==> src/sv/iul_pkg.sv <==
// package with shared constants and types for the interval union length block
`timescale 1ns / 1ps
package iul_pkg;

  localparam int MAX_INTERVALS_DEF = 1024;
  localparam int COORD_BITS_DEF    = 31;
  localparam int LEN_BITS          = 31;
  localparam int QUEUE_DEPTH       = 2;

  // back end sequencer states
  typedef enum logic [3:0] {
    B_IDLE,
    B_BLK,
    B_LDA,
    B_LDB,
    B_CAPB,
    B_MERGE,
    B_WAITA,
    B_WAITB,
    B_SWRD,
    B_SWEX,
    B_OUT
  } back_state_t;

endpackage

==> src/sv/iul_if.sv <==


interface iul_out_if;
  logic                          valid;
  logic                          ready;
  logic [iul_pkg::LEN_BITS-1:0]  union_length;
  logic                          set_overflow;
  modport source (output valid, union_length, set_overflow, input ready);
  modport sink (input valid, union_length, set_overflow, output ready);
endinterface

==> src/sv/iul_back.sv <==
// back end: bottom-up merge sort over two banks, then sweep and result register
`timescale 1ns / 1ps
module iul_back #(
  parameter int MAX_INTERVALS = iul_pkg::MAX_INTERVALS_DEF,
  parameter int COORD_BITS    = iul_pkg::COORD_BITS_DEF
) (
  input  logic                             clk,
  input  logic                             rst_n,
  input  logic                             q_not_empty,
  input  logic [$clog2(MAX_INTERVALS+1):0] q_data,
  output logic                             q_pop,
  output logic [$clog2(MAX_INTERVALS)-1:0] rd_addr,
  input  logic [2*COORD_BITS-1:0]          rd_data,
  output logic                             src_bank,
  output logic                             wr_en,
  output logic [$clog2(MAX_INTERVALS)-1:0] wr_addr,
  output logic [2*COORD_BITS-1:0]          wr_data,
  output logic                             set_done,
  iul_out_if.source                        out_chan
);
  localparam int AW    = $clog2(MAX_INTERVALS);
  localparam int CNT_W = $clog2(MAX_INTERVALS + 1);
  localparam int W2    = CNT_W + 2;
  localparam int C     = COORD_BITS;
  localparam int DW    = 2 * COORD_BITS;
  localparam int LB    = iul_pkg::LEN_BITS;

  iul_pkg::back_state_t state_r, state_nxt;

  logic [W2-1:0] n_r, n_nxt, run_r, run_nxt, base_r, base_nxt;
  logic [W2-1:0] mid_r, mid_nxt, end_r, end_nxt;
  logic [W2-1:0] a_r, a_nxt, b_r, b_nxt, k_r, k_nxt, i_r, i_nxt;
  logic [W2-1:0] raddr, t_mid, t_end, next_base;
  logic          src_r, src_nxt, ovf_r, ovf_nxt;
  logic [DW-1:0] head_a_r, head_a_nxt, head_b_r, head_b_nxt;
  logic [C-1:0]  cov_r, cov_nxt, lo, hi;
  logic [LB-1:0] sum_r, sum_nxt;
  logic          ha_v, hb_v, take_a;
  logic          out_valid_r, out_valid_nxt, out_ovf_r, out_ovf_nxt;
  logic [LB-1:0] out_len_r, out_len_nxt;

  assign ha_v      = (a_r < mid_r);
  assign hb_v      = (b_r < end_r);
  assign take_a    = ha_v && (!hb_v || (head_a_r[DW-1:C] <= head_b_r[DW-1:C]));
  assign t_mid     = base_r + run_r;
  assign t_end     = base_r + (run_r << 1);
  assign next_base = base_r + (run_r << 1);
  assign lo        = rd_data[DW-1:C];
  assign hi        = rd_data[C-1:0];

  assign rd_addr  = raddr[AW-1:0];
  assign src_bank = src_r;
  assign wr_addr  = k_r[AW-1:0];
  assign wr_data  = take_a ? head_a_r : head_b_r;

  assign out_chan.valid        = out_valid_r;
  assign out_chan.union_length = out_len_r;
  assign out_chan.set_overflow = out_ovf_r;

  // sequencer: load heads, merge runs, sweep, hand off result
  always_comb begin
    state_nxt     = state_r;
    n_nxt         = n_r;
    run_nxt       = run_r;
    base_nxt      = base_r;
    mid_nxt       = mid_r;
    end_nxt       = end_r;
    a_nxt         = a_r;
    b_nxt         = b_r;
    k_nxt         = k_r;
    i_nxt         = i_r;
    src_nxt       = src_r;
    ovf_nxt       = ovf_r;
    head_a_nxt    = head_a_r;
    head_b_nxt    = head_b_r;
    cov_nxt       = cov_r;
    sum_nxt       = sum_r;
    out_valid_nxt = out_valid_r && !out_chan.ready;
    out_len_nxt   = out_len_r;
    out_ovf_nxt   = out_ovf_r;
    raddr         = a_r;
    wr_en         = 1'b0;
    q_pop         = 1'b0;
    set_done      = 1'b0;
    case (state_r)
      iul_pkg::B_IDLE: begin
        if (q_not_empty) begin
          q_pop    = 1'b1;
          n_nxt    = W2'(q_data[CNT_W-1:0]);
          ovf_nxt  = q_data[CNT_W];
          run_nxt  = W2'(1);
          base_nxt = '0;
          src_nxt  = 1'b0;
          i_nxt    = '0;
          cov_nxt  = '0;
          sum_nxt  = '0;
          state_nxt = (q_data[CNT_W-1:0] > CNT_W'(1)) ? iul_pkg::B_BLK : iul_pkg::B_SWRD;
        end
      end
      iul_pkg::B_BLK: begin
        mid_nxt   = (t_mid < n_r) ? t_mid : n_r;
        end_nxt   = (t_end < n_r) ? t_end : n_r;
        a_nxt     = base_r;
        b_nxt     = (t_mid < n_r) ? t_mid : n_r;
        k_nxt     = base_r;
        state_nxt = iul_pkg::B_LDA;
      end
      iul_pkg::B_LDA: begin
        raddr     = a_r;
        state_nxt = iul_pkg::B_LDB;
      end
      iul_pkg::B_LDB: begin
        head_a_nxt = rd_data;
        raddr      = b_r;
        state_nxt  = iul_pkg::B_CAPB;
      end
      iul_pkg::B_CAPB: begin
        head_b_nxt = rd_data;
        state_nxt  = iul_pkg::B_MERGE;
      end
      iul_pkg::B_MERGE: begin
        if (!ha_v && !hb_v) begin
          if (next_base >= n_r) begin
            run_nxt  = run_r << 1;
            src_nxt  = !src_r;
            base_nxt = '0;
            i_nxt    = '0;
            state_nxt = ((run_r << 1) >= n_r) ? iul_pkg::B_SWRD : iul_pkg::B_BLK;
          end else begin
            base_nxt  = next_base;
            state_nxt = iul_pkg::B_BLK;
          end
        end else begin
          wr_en = 1'b1;
          k_nxt = k_r + 1'b1;
          if (take_a) begin
            a_nxt     = a_r + 1'b1;
            raddr     = a_r + 1'b1;
            state_nxt = iul_pkg::B_WAITA;
          end else begin
            b_nxt     = b_r + 1'b1;
            raddr     = b_r + 1'b1;
            state_nxt = iul_pkg::B_WAITB;
          end
        end
      end
      iul_pkg::B_WAITA: begin
        head_a_nxt = rd_data;
        state_nxt  = iul_pkg::B_MERGE;
      end
      iul_pkg::B_WAITB: begin
        head_b_nxt = rd_data;
        state_nxt  = iul_pkg::B_MERGE;
      end
      iul_pkg::B_SWRD: begin
        raddr     = i_r;
        state_nxt = (i_r < n_r) ? iul_pkg::B_SWEX : iul_pkg::B_OUT;
      end
      iul_pkg::B_SWEX: begin
        // reversed intervals are skipped; extensions past the covered point add
        if (hi >= lo) begin
          if (lo < cov_r) begin
            if (hi > cov_r) begin
              sum_nxt = sum_r + LB'(hi - cov_r);
              cov_nxt = hi;
            end
          end else begin
            sum_nxt = sum_r + LB'(hi - lo);
            cov_nxt = hi;
          end
        end
        i_nxt     = i_r + 1'b1;
        state_nxt = iul_pkg::B_SWRD;
      end
      iul_pkg::B_OUT: begin
        if (!out_valid_r || out_chan.ready) begin
          out_valid_nxt = 1'b1;
          out_len_nxt   = sum_r;
          out_ovf_nxt   = ovf_r;
          set_done      = 1'b1;
          state_nxt     = iul_pkg::B_IDLE;
        end
      end
      default: begin
        state_nxt = iul_pkg::B_IDLE;
      end
    endcase
  end

  // control registers
  always_ff @(posedge clk) begin
    if (!rst_n) begin
      state_r     <= iul_pkg::B_IDLE;
      out_valid_r <= 1'b0;
    end else begin
      state_r     <= state_nxt;
      out_valid_r <= out_valid_nxt;
    end
  end

  // datapath registers
  always_ff @(posedge clk) begin
    n_r       <= n_nxt;
    run_r     <= run_nxt;
    base_r    <= base_nxt;
    mid_r     <= mid_nxt;
    end_r     <= end_nxt;
    a_r       <= a_nxt;
    b_r       <= b_nxt;
    k_r       <= k_nxt;
    i_r       <= i_nxt;
    src_r     <= src_nxt;
    ovf_r     <= ovf_nxt;
    head_a_r  <= head_a_nxt;
    head_b_r  <= head_b_nxt;
    cov_r     <= cov_nxt;
    sum_r     <= sum_nxt;
    out_len_r <= out_len_nxt;
    out_ovf_r <= out_ovf_nxt;
  end
endmodule

==> src/flat_wrapper.sv <==
// flat-port wrapper written by rule: the top's interface ports become plain ports
module iul_back_flat 
#(
  parameter int MAX_INTERVALS = iul_pkg::MAX_INTERVALS_DEF,
  parameter int COORD_BITS    = iul_pkg::COORD_BITS_DEF
)
  (clk, rst_n, q_not_empty, q_data, q_pop, rd_addr, rd_data, src_bank, wr_en, wr_addr, wr_data, set_done, out_chan_valid, out_chan_union_length, out_chan_set_overflow, out_chan_ready);
  iul_out_if out_chan_i ();
  input  logic clk;
  input  logic rst_n;
  input  logic q_not_empty;
  input  logic [$clog2(MAX_INTERVALS+1):0] q_data;
  output logic q_pop;
  output logic [$clog2(MAX_INTERVALS)-1:0] rd_addr;
  input  logic [2*COORD_BITS-1:0] rd_data;
  output logic src_bank;
  output logic wr_en;
  output logic [$clog2(MAX_INTERVALS)-1:0] wr_addr;
  output logic [2*COORD_BITS-1:0] wr_data;
  output logic set_done;
  output wire logic [$bits(out_chan_i.valid)-1:0] out_chan_valid;
  output wire logic [$bits(out_chan_i.union_length)-1:0] out_chan_union_length;
  output wire logic [$bits(out_chan_i.set_overflow)-1:0] out_chan_set_overflow;
  input wire logic [$bits(out_chan_i.ready)-1:0] out_chan_ready;
  assign out_chan_valid = out_chan_i.valid;
  assign out_chan_union_length = out_chan_i.union_length;
  assign out_chan_set_overflow = out_chan_i.set_overflow;
  assign out_chan_i.ready = out_chan_ready;
  iul_back #(.MAX_INTERVALS(MAX_INTERVALS), .COORD_BITS(COORD_BITS)) u_core (.clk(clk), .rst_n(rst_n), .q_not_empty(q_not_empty), .q_data(q_data), .q_pop(q_pop), .rd_addr(rd_addr), .rd_data(rd_data), .src_bank(src_bank), .wr_en(wr_en), .wr_addr(wr_addr), .wr_data(wr_data), .set_done(set_done), .out_chan(out_chan_i));
endmodule
==> config.mk <==
export PLATFORM = sky130hd
export DESIGN_NAME = iul_back_flat
export DESIGN_NICKNAME = d
export VERILOG_FILES = /design/src/sv/iul_pkg.sv /design/src/sv/iul_if.sv /design/src/sv/iul_back.sv /design/src/flat_wrapper.sv
export SDC_FILE = /design/constraint.sdc
export NUM_CORES = 1
export LEC_CHECK = 0
export ABC_AREA = 0
export BUFFER_PORTS_ARGS = -buffer_cell sky130_fd_sc_hd__buf_2
export CORE_MARGIN = 1.5
export CORE_UTILIZATION = 50
export DETAILED_ROUTE_END_ITERATION = 16
export PLACE_DENSITY_LB_ADDON = 0.25
export SETUP_SLACK_MARGIN = 0.15
export SYNTH_ARGS = -nofsm -noshare
export SYNTH_HDL_FRONTEND = slang
export SYNTH_SLANG_ARGS = --single-unit
==> constraint.sdc <==
create_clock -name clk -period 12.1 [get_ports clk]
set_input_delay 2.42 -clock clk [delete_from_list [all_inputs] [get_ports clk]]
set_output_delay 2.42 -clock clk [all_outputs]
set_load 0.01 [all_outputs]
## After elaboration in Yosys (flattened, before gate mapping)

Index checks and enable logic that the tools add are counted.

- Bits in registers: 340
- Input bits: 78

- $add $sub $neg: 10
- Magnitude comparators: 12
- Eq/ne operators: 19
- Muxes and demuxes: 55
- Reductions and logical operators: 28

Operator list:

| cell | count |
|---|---|
| 31-bit two-way mux | 7 |
| 13-bit two-way mux | 14 |
| 13-bit case mux with 2 select lines | 5 |
| 31-bit case mux with 2 select lines | 2 |
| 31-bit adder | 2 |
| 62-bit two-way mux | 1 |
| 31-bit subtractor | 2 |
| 13-bit by 1-bit adder with 13-bit output (second input constant) | 4 |
| 13-bit by 11-bit < comparator with 1-bit output | 3 |
| 13-bit case mux with 3 select lines | 1 |
| 4-bit case mux with 9 select lines | 1 |
| 31-bit greater-or-equal comparator | 1 |
| 31-bit > comparator | 1 |
| 31-bit less-or-equal comparator | 1 |
| 31-bit < comparator | 1 |
| 10-bit case mux with 3 select lines | 1 |
| 13-bit adder | 2 |
| 13-bit by 11-bit greater-or-equal comparator with 1-bit output | 2 |
| 13-bit < comparator | 2 |
| 4-bit two-way mux | 6 |
| 10-bit two-way mux | 2 |
| 4-bit by 3-bit equality test with 1-bit output (second input constant) | 4 |
| 4-bit equality test (second input constant) | 3 |
| 1-bit two-way mux | 12 |
| other kinds (20) | 44 |

## Depth between registers and ports, before layout

Gate-level depths: netlist of run 1.

- Word-level depth: 7
- Mapped depth: 16
- Depth with buffers taken out: 15

## Worst setup path before layout of run 1

Ideal clock, no wire load.

- Kind: input to register
- Start: input port rd_data[60]
- End: register u_core.cov_r[0] (enable)
- Library setup time: 0.573 ns
- Arrival: 8.462 ns
- Data required time: 11.527 ns
- Path slack: 3.065 ns
- Stages on the path: 9
- Path buffers: 2
- Cells stage by stage: ha_1 > and4_1 > and4_1 > nor3b_1 > a21oi_1 > buf_2 > buf_2 > a21boi_0 > o31ai_1

- Cells in the longest elaborated chain, start to end: 3
- Elaborated cells on any way between the ends: 5
- Those cells by class: 2 x order compare; 2 x eq/ne; 1 x reduce/logical

RTL lines:

| item | RTL line | source |
|---|---|---|
| from (decl) | flat_wrapper.sv:15 | `input logic [2*COORD_BITS-1:0] rd_data;` |
| 31-bit < comparator or 31-bit greater-or-equal comparator (tied branches) | iul_back.sv:162, iul_back.sv:161 |  |
| 3-bit != test (no source line) or 2-bit by 1-bit != test with 1-bit output (tied branches) | n/a |  |
| 4-bit AND reduction (no source line) * | n/a |  |
| to (signal assigned) | iul_back.sv:216 | `cov_r <= cov_nxt;` |
| to (decl) | iul_back.sv:36 | `logic [C-1:0] cov_r, cov_nxt, lo, hi;` |

Mark *: on every way between the ends. The rest lies on a longest branch, timed or not.
A chain may end at the register's enable or synchronous reset.

## Worst setup path in the final report of run 1

- Start: register u_core.head_a_r[51]
- End: output port rd_addr[3]

- Cells in the longest elaborated chain, start to end: 6

RTL lines:

| item | RTL line | source |
|---|---|---|
| from (decl) | iul_back.sv:35 | `logic [DW-1:0] head_a_r, head_a_nxt, head_b_r, head_b_nxt;` |
| from (signal assigned) | iul_back.sv:214 | `head_a_r <= head_a_nxt;` |
| 31-bit less-or-equal comparator | iul_back.sv:44 | `assign take_a = ha_v && (!hb_v \|\| (head_a_r[DW-1:C] <= head_b_r[DW-1:C]));` |
| 1-bit logical OR | iul_back.sv:44 |  |
| 1-bit logical AND | iul_back.sv:44 |  |
| 10-bit two-way mux | iul_back.sv:136 | `if (take_a) begin` |
| 10-bit two-way mux | iul_back.sv:122 | `if (!ha_v && !hb_v) begin` |
| 10-bit case mux with 3 select lines | iul_back.sv:85 | `case (state_r)` |
| to (decl) | flat_wrapper.sv:14 | `output logic [$clog2(MAX_INTERVALS)-1:0] rd_addr;` |

No other way between the ends.

==> run summary, run 1 <==
cts bufs inserted: 40
H-tree depth: 2
VDD IR max: 0.105 mV
Vias: 18110
Worst path slowest cell: a21bo_4
crit start category: flop
DRC: 0
RSZ-0062 raised after global routing: no
ys async rst share: 0%
Area Growth Syn to Fin: 12.1%
Crit Path Class: reg -> out
Initial Util: 50.4%
top post-synthesis cells by count: inv_1 (342), edfxtp_1 (332), ha_1 (277)
gr ovfl total: 0
Leakage Power: 0.0120 µW
Overall Global Routing Usage: 27.1%
number of cell rows: 80
filler cell count in the final layout: 4078
placed cells: 3025
initial DRC count: 1717
Resize count post-CTS: 0
Vias/cell: 5.85
setup bufs post-CTS: 0
die width: 222 µm
status: complete, no violations
antenna violations before repair: 3
post-layout net count: 2869
Synth area leader: edfxtp_1
clk sinks: 337
CTS max path bufs: 3
fraction of layout cells with a size suffix above 1: 15.0%
Total Power: 4530 µW
Port Buf Inserts: 196
synth top area cells: edfxtp_1 (42%), ha_1 (14%), inv_1 (5.4%), fa_1 (5.2%), mux2_2 (3.5%)
Largest stage delay, worst path: 0.97 ns
CP endpoint kind: output pin
Sequential Area: 10100 µm²
final hold vios: 0
Syn. warnings: 0
CTS root buf: clkbuf_16
worst setup margin: 5.12 ns
global-route wire length before repair: 103 mm
Post-synth EDFFs: 332
pwr dens: 169 nW/µm²
register area share after synthesis: 42.1%
area of the multi-input gates: 12400 µm²
Syn Area/Cell: 10.7 µm²
Layout Cells excl Fill: 3095
most common cell in the netlist: inv_1
setup_tns: 0 ns
worst-path cell chain: ha_1 -> nand4_1 -> or3_4 -> o41ai_2 -> o31ai_1 -> a31oi_1 -> a21bo_4 -> nand2b_1 -> o221ai_1 -> buf_2
Core Region: 47500 µm²
ANT nets after route: 0
vias in the first global route: 17993
Pre-Repair DR Iteration Count: 6
min Tclk post-route: 6.98 ns
CTS Hold Bufs: 0
Total Wirelength: 66.7 mm
worst slew pin tran: 1.20 ns
HP Class: reg -> reg
DR WL/cell: 21.6 µm
slew margin rel.: 19.9%
Gate Count Post-Synth: 2241
#FFs+latches synth: 337
Primary FF master, synth: edfxtp_1
TritonCTS clock tree: built
DIE AREA: 49200 µm²
antenna cells: 0
max-slew violations: 0
Util after Layout: 56.5%
setup violators final: 0
Tcrit/Tclk final: 57.7%
clock latency at the later pin of the worst-skew pair: 0.57 ns
arrival time at the worst endpoint: 4.56 ns
CP Max Fanout: 69
dpl hpwl: 51.1 mm
Cell Area, Synth: 23900 µm²
largest net degree at the start of global routing: 74
Worst-path clk slew: 0.06 ns
GP Congestion: 0.935
maxcap violations: 0
Cell variety after synth: 79
Synth top area share: 41.6%
Worst Setup Slack post-DPL: 5.70 ns
die height: 222 µm
skew final: 0.0285 ns
required time of the critical path: 9.68 ns
fmax: 143 MHz
io pins: 197
-- sequential cells by signal, summed over array words and instances (netlist names), 13 cells and up --
name / count
u_core.run_r: 13
u_core.end_r: 13
u_core.mid_r: 13
u_core.i_r: 13
u_core.cov_r: 31
u_core.base_r: 13
u_core.out_chan.union_length: 31
u_core.a_r: 13
u_core.b_r: 13
u_core.head_a_r: 62
u_core.head_b_r: 62
u_core.sum_r: 31
-- cell type report --
| class | count | share of cell area [%] |
|---|---|---|
| Sequential cell | 337 | 37.5 |
| Multi-Input combinational cell | 1518 | 46.3 |
| Timing Repair Buffer | 212 | 4.10 |
| Tap cell | 615 | 2.87 |
| Inverter | 343 | 4.80 |
| Clock inverter | 18 | 0.359 |
| Clock buffer | 52 | 4.05 |
-- cell usage in the layout, fill, tap and decap left out, types with 23 or more instances in the layout --
cell / count
nand4_1: 35
a21o_1: 82
nor3_1: 27
mux2_2: 75
xnor2_1: 53
nor2_1: 157
clkbuf_16: 42
and3_1: 27
buf_2: 196
o21ai_0: 78
edfxtp_1: 332
and2_1: 26
a21oi_1: 148
xor2_1: 53
fa_1: 62
nand2_1: 82
nand3_1: 44
inv_1: 342
ha_1: 277
nand2b_1: 23
-- routing by layer --
layer	global-route usage [%]	share of wire (%)	routed length, µm	vias to the layer above
met4	10.5	3.9	2610	4
met2	42.1	44	29600	690
met3	4.81	7.2	4810	148
met5	0	0.040	27	-
li1	-	-	-	8468
met1	37.9	45	29700	8800
-- worst paths after layout --
check                       from                      endpoint  slack [ns]  cells past startpoint
max          u_core.head_a_r[51]                    rd_addr[3]        5.12                     10
min                 u_core.ovf_r  u_core.out_chan.set_overflow        0.42                      0
min reg2reg         u_core.ovf_r  u_core.out_chan.set_overflow        0.42                      0
max reg2reg      u_core.run_r[0]                 u_core.b_r[0]        7.26                     15
-- metrics by stage --
| stage | hold slack, ns | cell area (µm²) |
|---|---|---|
| after floorplan | 0.400 | 24000 |
| after global placement | 0.403 | 25700 |
| after detailed placement | 0.411 | 25700 |
| after CTS | 0.425 | 26800 |
| after global routing | 0.447 | 26800 |
| final | 0.421 | 26800 |
-- kinds of logic after synthesis --
family / Yosys count / share of synthesized area (%)
and+or+nand+nor: 503 / 10.5
muxes: 95 / 4.57
buffers and inverters: 391 / 6.46
other: 1 / 0.0157
DFF: 337 / 42.1
AOI/OAI and AO/OA: 469 / 12.8
adders and majority gates: 339 / 19.7
xor gates and xnor gates: 106 / 3.88
-- power breakdown --
part / switching, µW / internal [µW]
Combinational: 1090 / 755
Sequential: 116 / 1460
Clock: 481 / 632
-- critical path: cells and delay by family, from the launching register on --
kind            cells  cell delay, ns
compound gates      5            2.11
buf+inv             1            0.19
fa+ha+maj           1            0.32
flops               1            0.40
simple gates        3            0.97
Note: power is estimated with default switching activity, not from simulation.
==> run 2, diff against run 1 <==
--- a/config.mk
+++ b/config.mk
@@ -5,7 +5,7 @@
 export SDC_FILE = /design/constraint.sdc
 export NUM_CORES = 1
 export LEC_CHECK = 0
-export ABC_AREA = 0
+export ABC_AREA = 1
 export BUFFER_PORTS_ARGS = -buffer_cell sky130_fd_sc_hd__buf_2
 export CORE_MARGIN = 1.5
 export CORE_UTILIZATION = 50
==> constraint.sdc (replaced) <==
create_clock -name clk -period 7.3 [get_ports clk]
set_input_delay 1.46 -clock clk [delete_from_list [all_inputs] [get_ports clk]]
set_output_delay 1.46 -clock clk [all_outputs]
set_load 0.01 [all_outputs]
==> run 2 against run 1 <==
Sequential power increased by 120%. Clock-buffer cell count decreased by 2. Utilization increased by 0.59 points. Largest cell class unchanged. Sequential share of layout area decreased by 1.5 points.
==> run summary, run 2 <==
Overall Global Routing Usage: 30.5% (+3.4 points)
dpl hpwl: 61.1 mm (+20%)
r2r endpoint: u_core.i_r[6]
final hold vios: 0 (unchanged)
commonest non-fill, non-tap cell in the layout: inv_1
global-route wire length before repair: 117 mm (+13%)
Largest regs: u_core.head_a_r x62, u_core.head_b_r x62
top post-synthesis cells by count: inv_1 (537), nand2_1 (467), edfxtp_1 (332)
H-tree depth: 2 (unchanged)
maxcap violations: 0 (unchanged)
Cell variety after synth: 56 (-29%)
CTS Hold Bufs: 0 (unchanged)
arrival time at the worst endpoint: 4.42 ns (-0.14 ns)
Pre-Repair DR Iteration Count: 6 (unchanged)
Critical path origin: u_core.a_r[2]
skew final: 0.0227 ns (-0.00579 ns)
GP Congestion: 0.974 (+4.1%)
synth top area cells: edfxtp_1 (40%), ha_1 (14%), inv_1 (8.1%), nand2_1 (7.1%), fa_1 (5.0%)
Port Buf Inserts: 196 (unchanged)
Vias/cell: 5.53 (-5.5%)
required time of the critical path: 5.84 ns (-3.84 ns)
CP Max Fanout: 96 (+39%)
number of cell rows: 81 (+1.3%)
min Tclk post-route: 5.88 ns
Crit Path Class: reg -> out
max-slew violations: 0 (unchanged)
Primary FF master, synth: edfxtp_1
CTS root buf: clkbuf_16
CTS max path bufs: 3 (unchanged)
worst hold margin: 0.433 ns (+0.0127 ns)
Worst Setup Slack post-DPL: 2.03 ns (-3.67 ns)
FF-to-FF path depth: 18 (+3)
Util after Layout: 57.1% (+0.59 points)
antenna violations before repair: 2 (-1)
post-layout net count: 3477 (+21%)
gr ovfl total: 0 (unchanged)
Synth area leader: edfxtp_1
initial DRC count: 1681 (-2.1%)
Leakage Power: 0.0132 µW (+11%)
VDD IR max: 0.318 mV (+200%)
Cell Area, Synth: 24900 µm² (+3.8%)
Synth top area share: 40.1% (-1.5 points)
Gate Count Post-Synth: 2851 (+27%)
R2R Path Start: u_core.base_r[1]
worst slew pin tran: 1.23 ns (+0.0294 ns)
hold path depth: 0 (unchanged)
Core Region: 49000 µm² (+3.0%)
worst setup margin: 1.42 ns (-3.70 ns)
highest-count cells in the layout ignoring fill and taps: inv_1 (537), nand2_1 (467), edfxtp_1 (332)
clock latency at the later pin of the worst-skew pair: 0.58 ns (about the same)
Syn Area/Cell: 8.72 µm² (-18%)
die width: 226 µm (+1.8%)
cts bufs inserted: 41 (+2.5%)
r2r setup slk: 2.26 ns (-5.00 ns)
clk sinks: 337 (unchanged)
ys async rst share: 0% (unchanged)
fraction of layout cells with a size suffix above 1: 10.4% (-4.6 points)
RSZ-0062 raised after global routing: no
Syn. warnings: 0 (unchanged)
TritonCTS clock tree: built
HP Class: reg -> reg
Initial Util: 50.8% (+0.40 points)
most common cell in the netlist: inv_1
Vias: 20765 (+15%)
Resize count post-CTS: 0 (unchanged)
setup_tns: 0 ns (unchanged)
pwr dens: 518 nW/µm² (+210%)
slew margin rel.: 18.0% (-2.0 points)
register area share after synthesis: 40.5% (-1.5 points)
CP Capture Point: wr_data[49]
Worst-path clk slew: 0.06 ns (about the same)
Total Wirelength: 77.3 mm (+16%)
CP endpoint kind: output pin
Tcrit/Tclk final: 80.5%
io pins: 197 (unchanged)
die height: 226 µm (+1.8%)
DIE AREA: 51100 µm² (+3.7%)
Area Growth Syn to Fin: 12.4%
setup bufs post-CTS: 0 (unchanged)
crit start category: flop
vias in the first global route: 20843 (+16%)
Post-synth EDFFs: 332 (unchanged)
filler cell count in the final layout: 4440 (+8.9%)
ANT nets after route: 0 (unchanged)
DRC: 0 (unchanged)
setup violators final: 0 (unchanged)
status: complete, no violations
largest net degree at the start of global routing: 97 (+31%)
DR WL/cell: 20.6 µm (-4.6%)
fmax: 170 MHz
#FFs+latches synth: 337 (unchanged)
[run 2: cell count changes in the layout (fill, tap and decap cells not counted), moves of 19 or more]
| cell | before | now |
|---|---|---|
| nand2_1 | 82 | 467 |
| inv_1 | 342 | 537 |
| nand3_1 | 44 | 176 |
| a21oi_1 | 148 | 246 |
| nor2_1 | 157 | 237 |
| a21o_1 | 82 | 6 |
| mux2_2 | 75 | 0 |
| o21ai_0 | 78 | 136 |
| and3_1 | 27 | 4 |
| nand2b_1 | 23 | 0 |
| xnor2_1 | 53 | 32 |
| nor2b_1 | 19 | 0 |
[run 2: critical path, stage by stage, from the launching register on]
cell,delay (ns)
edfxtp_1,0.47
ha_1,0.35
a21oi_1,0.12
o21ai_0,0.08
o21ai_0,0.33
nand2_1,0.19
inv_2,0.67
nand2_4,0.75
a21oi_1,0.64
buf_2,0.22
[run 2: power breakdown]
part | switching [µW] | internal (µW)
Sequential | 435 | 2940
Clock | 839 | 1220
Combinational | 6020 | 3020
Total | 7290 | 7180
[run 2: cells by family (layout without fill, tap and decap cells)]
| family | Yosys count | after routing | share of synthesized area (%) |
|---|---|---|---|
| simple gates | 1013 | 1013 | 17.6 |
| buf+inv | 590 | 826 | 9.14 |
| compound gates | 493 | 493 | 11.0 |
| fa+ha+maj | 339 | 339 | 18.9 |
| flops | 337 | 337 | 40.5 |
| xor+xnor | 78 | 78 | 2.75 |
| other cells | 1 | 7 | 0.0151 |
[run 2: worst min path at each step]
stage,start,slack (ns),to
4_1_cts,u_core.ovf_r,0.44,u_core.out_chan.set_overflow
5_1_grt,u_core.ovf_r,0.45,u_core.out_chan.set_overflow
2_1_floorplan,u_core.ovf_r,0.40,u_core.out_chan.set_overflow
3_5_place_dp,u_core.ovf_r,0.42,u_core.out_chan.set_overflow
6_report,u_core.ovf_r,0.43,u_core.out_chan.set_overflow
3_3_place_gp,u_core.ovf_r,0.41,u_core.out_chan.set_overflow
[run 2: cell type report]
type	count	area (µm²)	share of cell area, %
multi-input combinational	1929	12600	45.0
sequential	337	10100	36.1
inverter	543	2040	7.30
clock buffer	50	1100	3.95
timing repair buffer	208	1070	3.83
tap	664	831	2.97
clock inverter	25	233	0.833
antenna	1	2.50	0.00896
[run 2: metal layers]
| metal | up-vias | global-route usage, % | part of all wire (%) |
|---|---|---|---|
| li1 | 9997 | - | - |
| met1 | 9907 | 38.1 | 41 |
| met2 | 679 | 52.5 | 49 |
| met3 | 182 | 3.63 | 5.6 |
| met4 | 0 | 14.5 | 5.0 |
| met5 | - | 0 | 0 |
[run 2: metrics by stage]
stage | total power (µW) | cells | instance area, µm²
floorplan | 9590 | 2856 | 24900
global placement | 12200 | 3681 | 26600
detailed placement | 12300 | 3681 | 26600
CTS | 14500 | 3756 | 27900
global route | 15700 | 3757 | 27900
finish | 14500 | 3757 | 27900
==> run 3, diff against run 2 <==
==> constraint.sdc (replaced) <==
create_clock -name clk -period 5.6 [get_ports clk]
set_input_delay 1.12 -clock clk [delete_from_list [all_inputs] [get_ports clk]]
set_output_delay 1.12 -clock clk [all_outputs]
set_load 0.01 [all_outputs]
==> run 3 against run 2 <==
Clock power increased by 33%. Non-clock buffer count increased by 7. Sequential cell count unchanged. Critical path type unchanged. Largest cell class unchanged. Highest routed layer is now met5.
==> run summary, run 3 (synthesis gave the netlist of run 2 again) <==
status: complete, no violations
HP Class: reg -> reg
Port Buf Inserts: 196 (unchanged)
Largest regs: u_core.head_a_r x62, u_core.head_b_r x62
r2r setup slk: 1.27 ns (-0.99 ns)
number of cell rows: 81 (unchanged)
hold path depth: 0 (unchanged)
min Tclk post-route: 5.12 ns
CP endpoint kind: output pin
largest net degree at the start of global routing: 63 (-35%)
fmax: 195 MHz
antenna violations before repair: 3 (+1)
Total Wirelength: 77.1 mm (-0.34%)
worst-path cell chain: ha_1 -> nand2_1 -> inv_1 -> nand3_1 -> inv_1 -> nand2_1 -> o21ai_1 -> nand3_1 -> nand2_1 -> nand2_4 -> nand2_8 -> buf_12 -> nor2_1 -> a21oi_1 -> buf_2
clk sinks: 337 (unchanged)
fraction of layout cells with a size suffix above 1: 10.7% (+0.26 points)
worst slew pin tran: 1.08 ns (-0.146 ns)
pwr dens: 680 nW/µm² (+31%)
slew margin rel.: 27.2% (+9.2 points)
ANT nets after route: 0 (unchanged)
highest-count cells in the layout ignoring fill and taps: inv_1 (537), nand2_1 (467), edfxtp_1 (332)
hold_sp: u_core.ovf_r
DRC: 0 (unchanged)
clock latency at the later pin of the worst-skew pair: 0.58 ns (about the same)
Largest stage delay, worst path: 0.41 ns (-0.34 ns)
Tcrit/Tclk final: 91.5%
DIE AREA: 51100 µm² (unchanged)
Worst Hold End: u_core.out_chan.set_overflow
DR WL/cell: 20.5 µm (-0.52%)
Most Frequent Cell on Critical Path: nand2_1
max-slew violations: 0 (unchanged)
Area Growth Syn to Fin: 12.8%
skew final: 0.0198 ns (-0.00291 ns)
gr ovfl total: 0 (unchanged)
dpl hpwl: 60.8 mm (-0.46%)
crit-path leading delay family: simple AND/OR/NAND/NOR gates
required time of the critical path: 4.48 ns (-1.36 ns)
H-tree depth: 2 (unchanged)
global-route wire length before repair: 117 mm (about the same)
R2R Path Start: u_core.run_r[2]
Worst-path clk slew: 0.06 ns (about the same)
Initial Util: 50.8% (unchanged)
vias in the first global route: 20768 (-0.36%)
arrival time at the worst endpoint: 4.00 ns (-0.42 ns)
Core Region: 49000 µm² (unchanged)
post-layout net count: 3485 (+0.23%)
CTS max path bufs: 3 (unchanged)
Pre-Repair DR Iteration Count: 8 (+2)
die width: 226 µm (unchanged)
post-route cell area: 28000 µm² (+0.42%)
setup_tns: 0 ns (unchanged)
DP Area: 26700 µm² (+0.29%)
CP Buf/Inv Count: 4 (+2)
r2r endpoint: u_core.i_r[3]
CTS root buf: clkbuf_16
VDD IR max: 0.405 mV (+27%)
Worst path slowest cell: edfxtp_1
CP Max Fanout: 56 (-42%)
Vias/cell: 5.52 (-0.16%)
Crit Path Class: reg -> out
Overall Global Routing Usage: 30.5% (about the same)
maxcap violations: 0 (unchanged)
FF-to-FF path depth: 19 (+1)
final hold vios: 0 (unchanged)
cts bufs inserted: 42 (+2.4%)
crit start category: flop
setup violators final: 0 (unchanged)
Leakage Power: 0.0133 µW (+0.40%)
RSZ-0062 raised after global routing: no
TritonCTS clock tree: built
commonest non-fill, non-tap cell in the layout: inv_1
io pins: 197 (unchanged)
GP Congestion: 1.03 (+5.5%)
antenna cells: 0 (-1)
die height: 226 µm (unchanged)
initial DRC count: 1614 (-4.0%)
Vias: 20771 (+0.029%)
run 3: cell count changes in the layout (fill, tap and decap cells not counted), moves of 2 or more:
cell      delta
clkinv_2     -2
inv_6        +3
buf_12       +2
buf_4        +5
clkbuf_1     -2
run 3: layout make-up:
type / count / area (µm²)
inverter: 543 / 2040
clock inverter: 29 / 298
sequential: 337 / 10100
multi-input combinational: 1929 / 12600
fill: 4383 / 20900
clock buffer: 47 / 1070
timing repair buffer: 215 / 1150
tap: 664 / 831
run 3: repair_timing:
item,in CTS,in global routing
hold buffers,0,0
resized for setup,0,1
buffers inserted,0,0
setup endpoints to repair,0,13
run 3: how the worst max path moves through the flow:
stage / from / to / slack [ns] / depth (start not counted)
3_3_place_gp: u_core.head_a_r[45] / wr_data[48] / 0.92 / 15
4_1_cts: u_core.head_a_r[45] / wr_data[49] / 0.23 / 15
5_1_grt: u_core.head_a_r[45] / wr_data[49] / 0.17 / 15
2_1_floorplan: rd_data[61] / u_core.cov_r[0] / 0.27 / 10
6_report: u_core.head_a_r[45] / wr_data[49] / 0.48 / 15
3_5_place_dp: u_core.head_a_r[45] / wr_data[49] / 0.87 / 15
run 3: metrics by stage:
| step | power, µW | setup WS, ns | util, % | hold WS, ns | instances |
|---|---|---|---|---|---|
| finish | 19100 | 0.477 | 57.3 | 0.430 | 3764 |
| global route | 20600 | 0.174 | 57.3 | 0.442 | 3764 |
| CTS | 19000 | 0.234 | 57.3 | 0.436 | 3764 |
| detailed placement | 16100 | 0.868 | 54.5 | 0.413 | 3688 |
| global placement | 15900 | 0.916 | 54.5 | 0.414 | 3688 |
| floorplan | 12500 | 0.270 | - | 0.400 | 2856 |
run 3: power breakdown:
part           switching, µW  leakage [µW]  internal, µW
Clock                   1140      0.000664          1610
Combinational           7900       0.00944          4030
Sequential               544       0.00317          3830
run 3: routing by layer:
layer	up-vias	GRT usage [%]	routed length (µm)
met3	192	4.01	4380
li1	10006	-	-
met4	2	15.2	3920
met1	9888	37.6	31100
met2	683	52.5	37600
met5	-	0	13
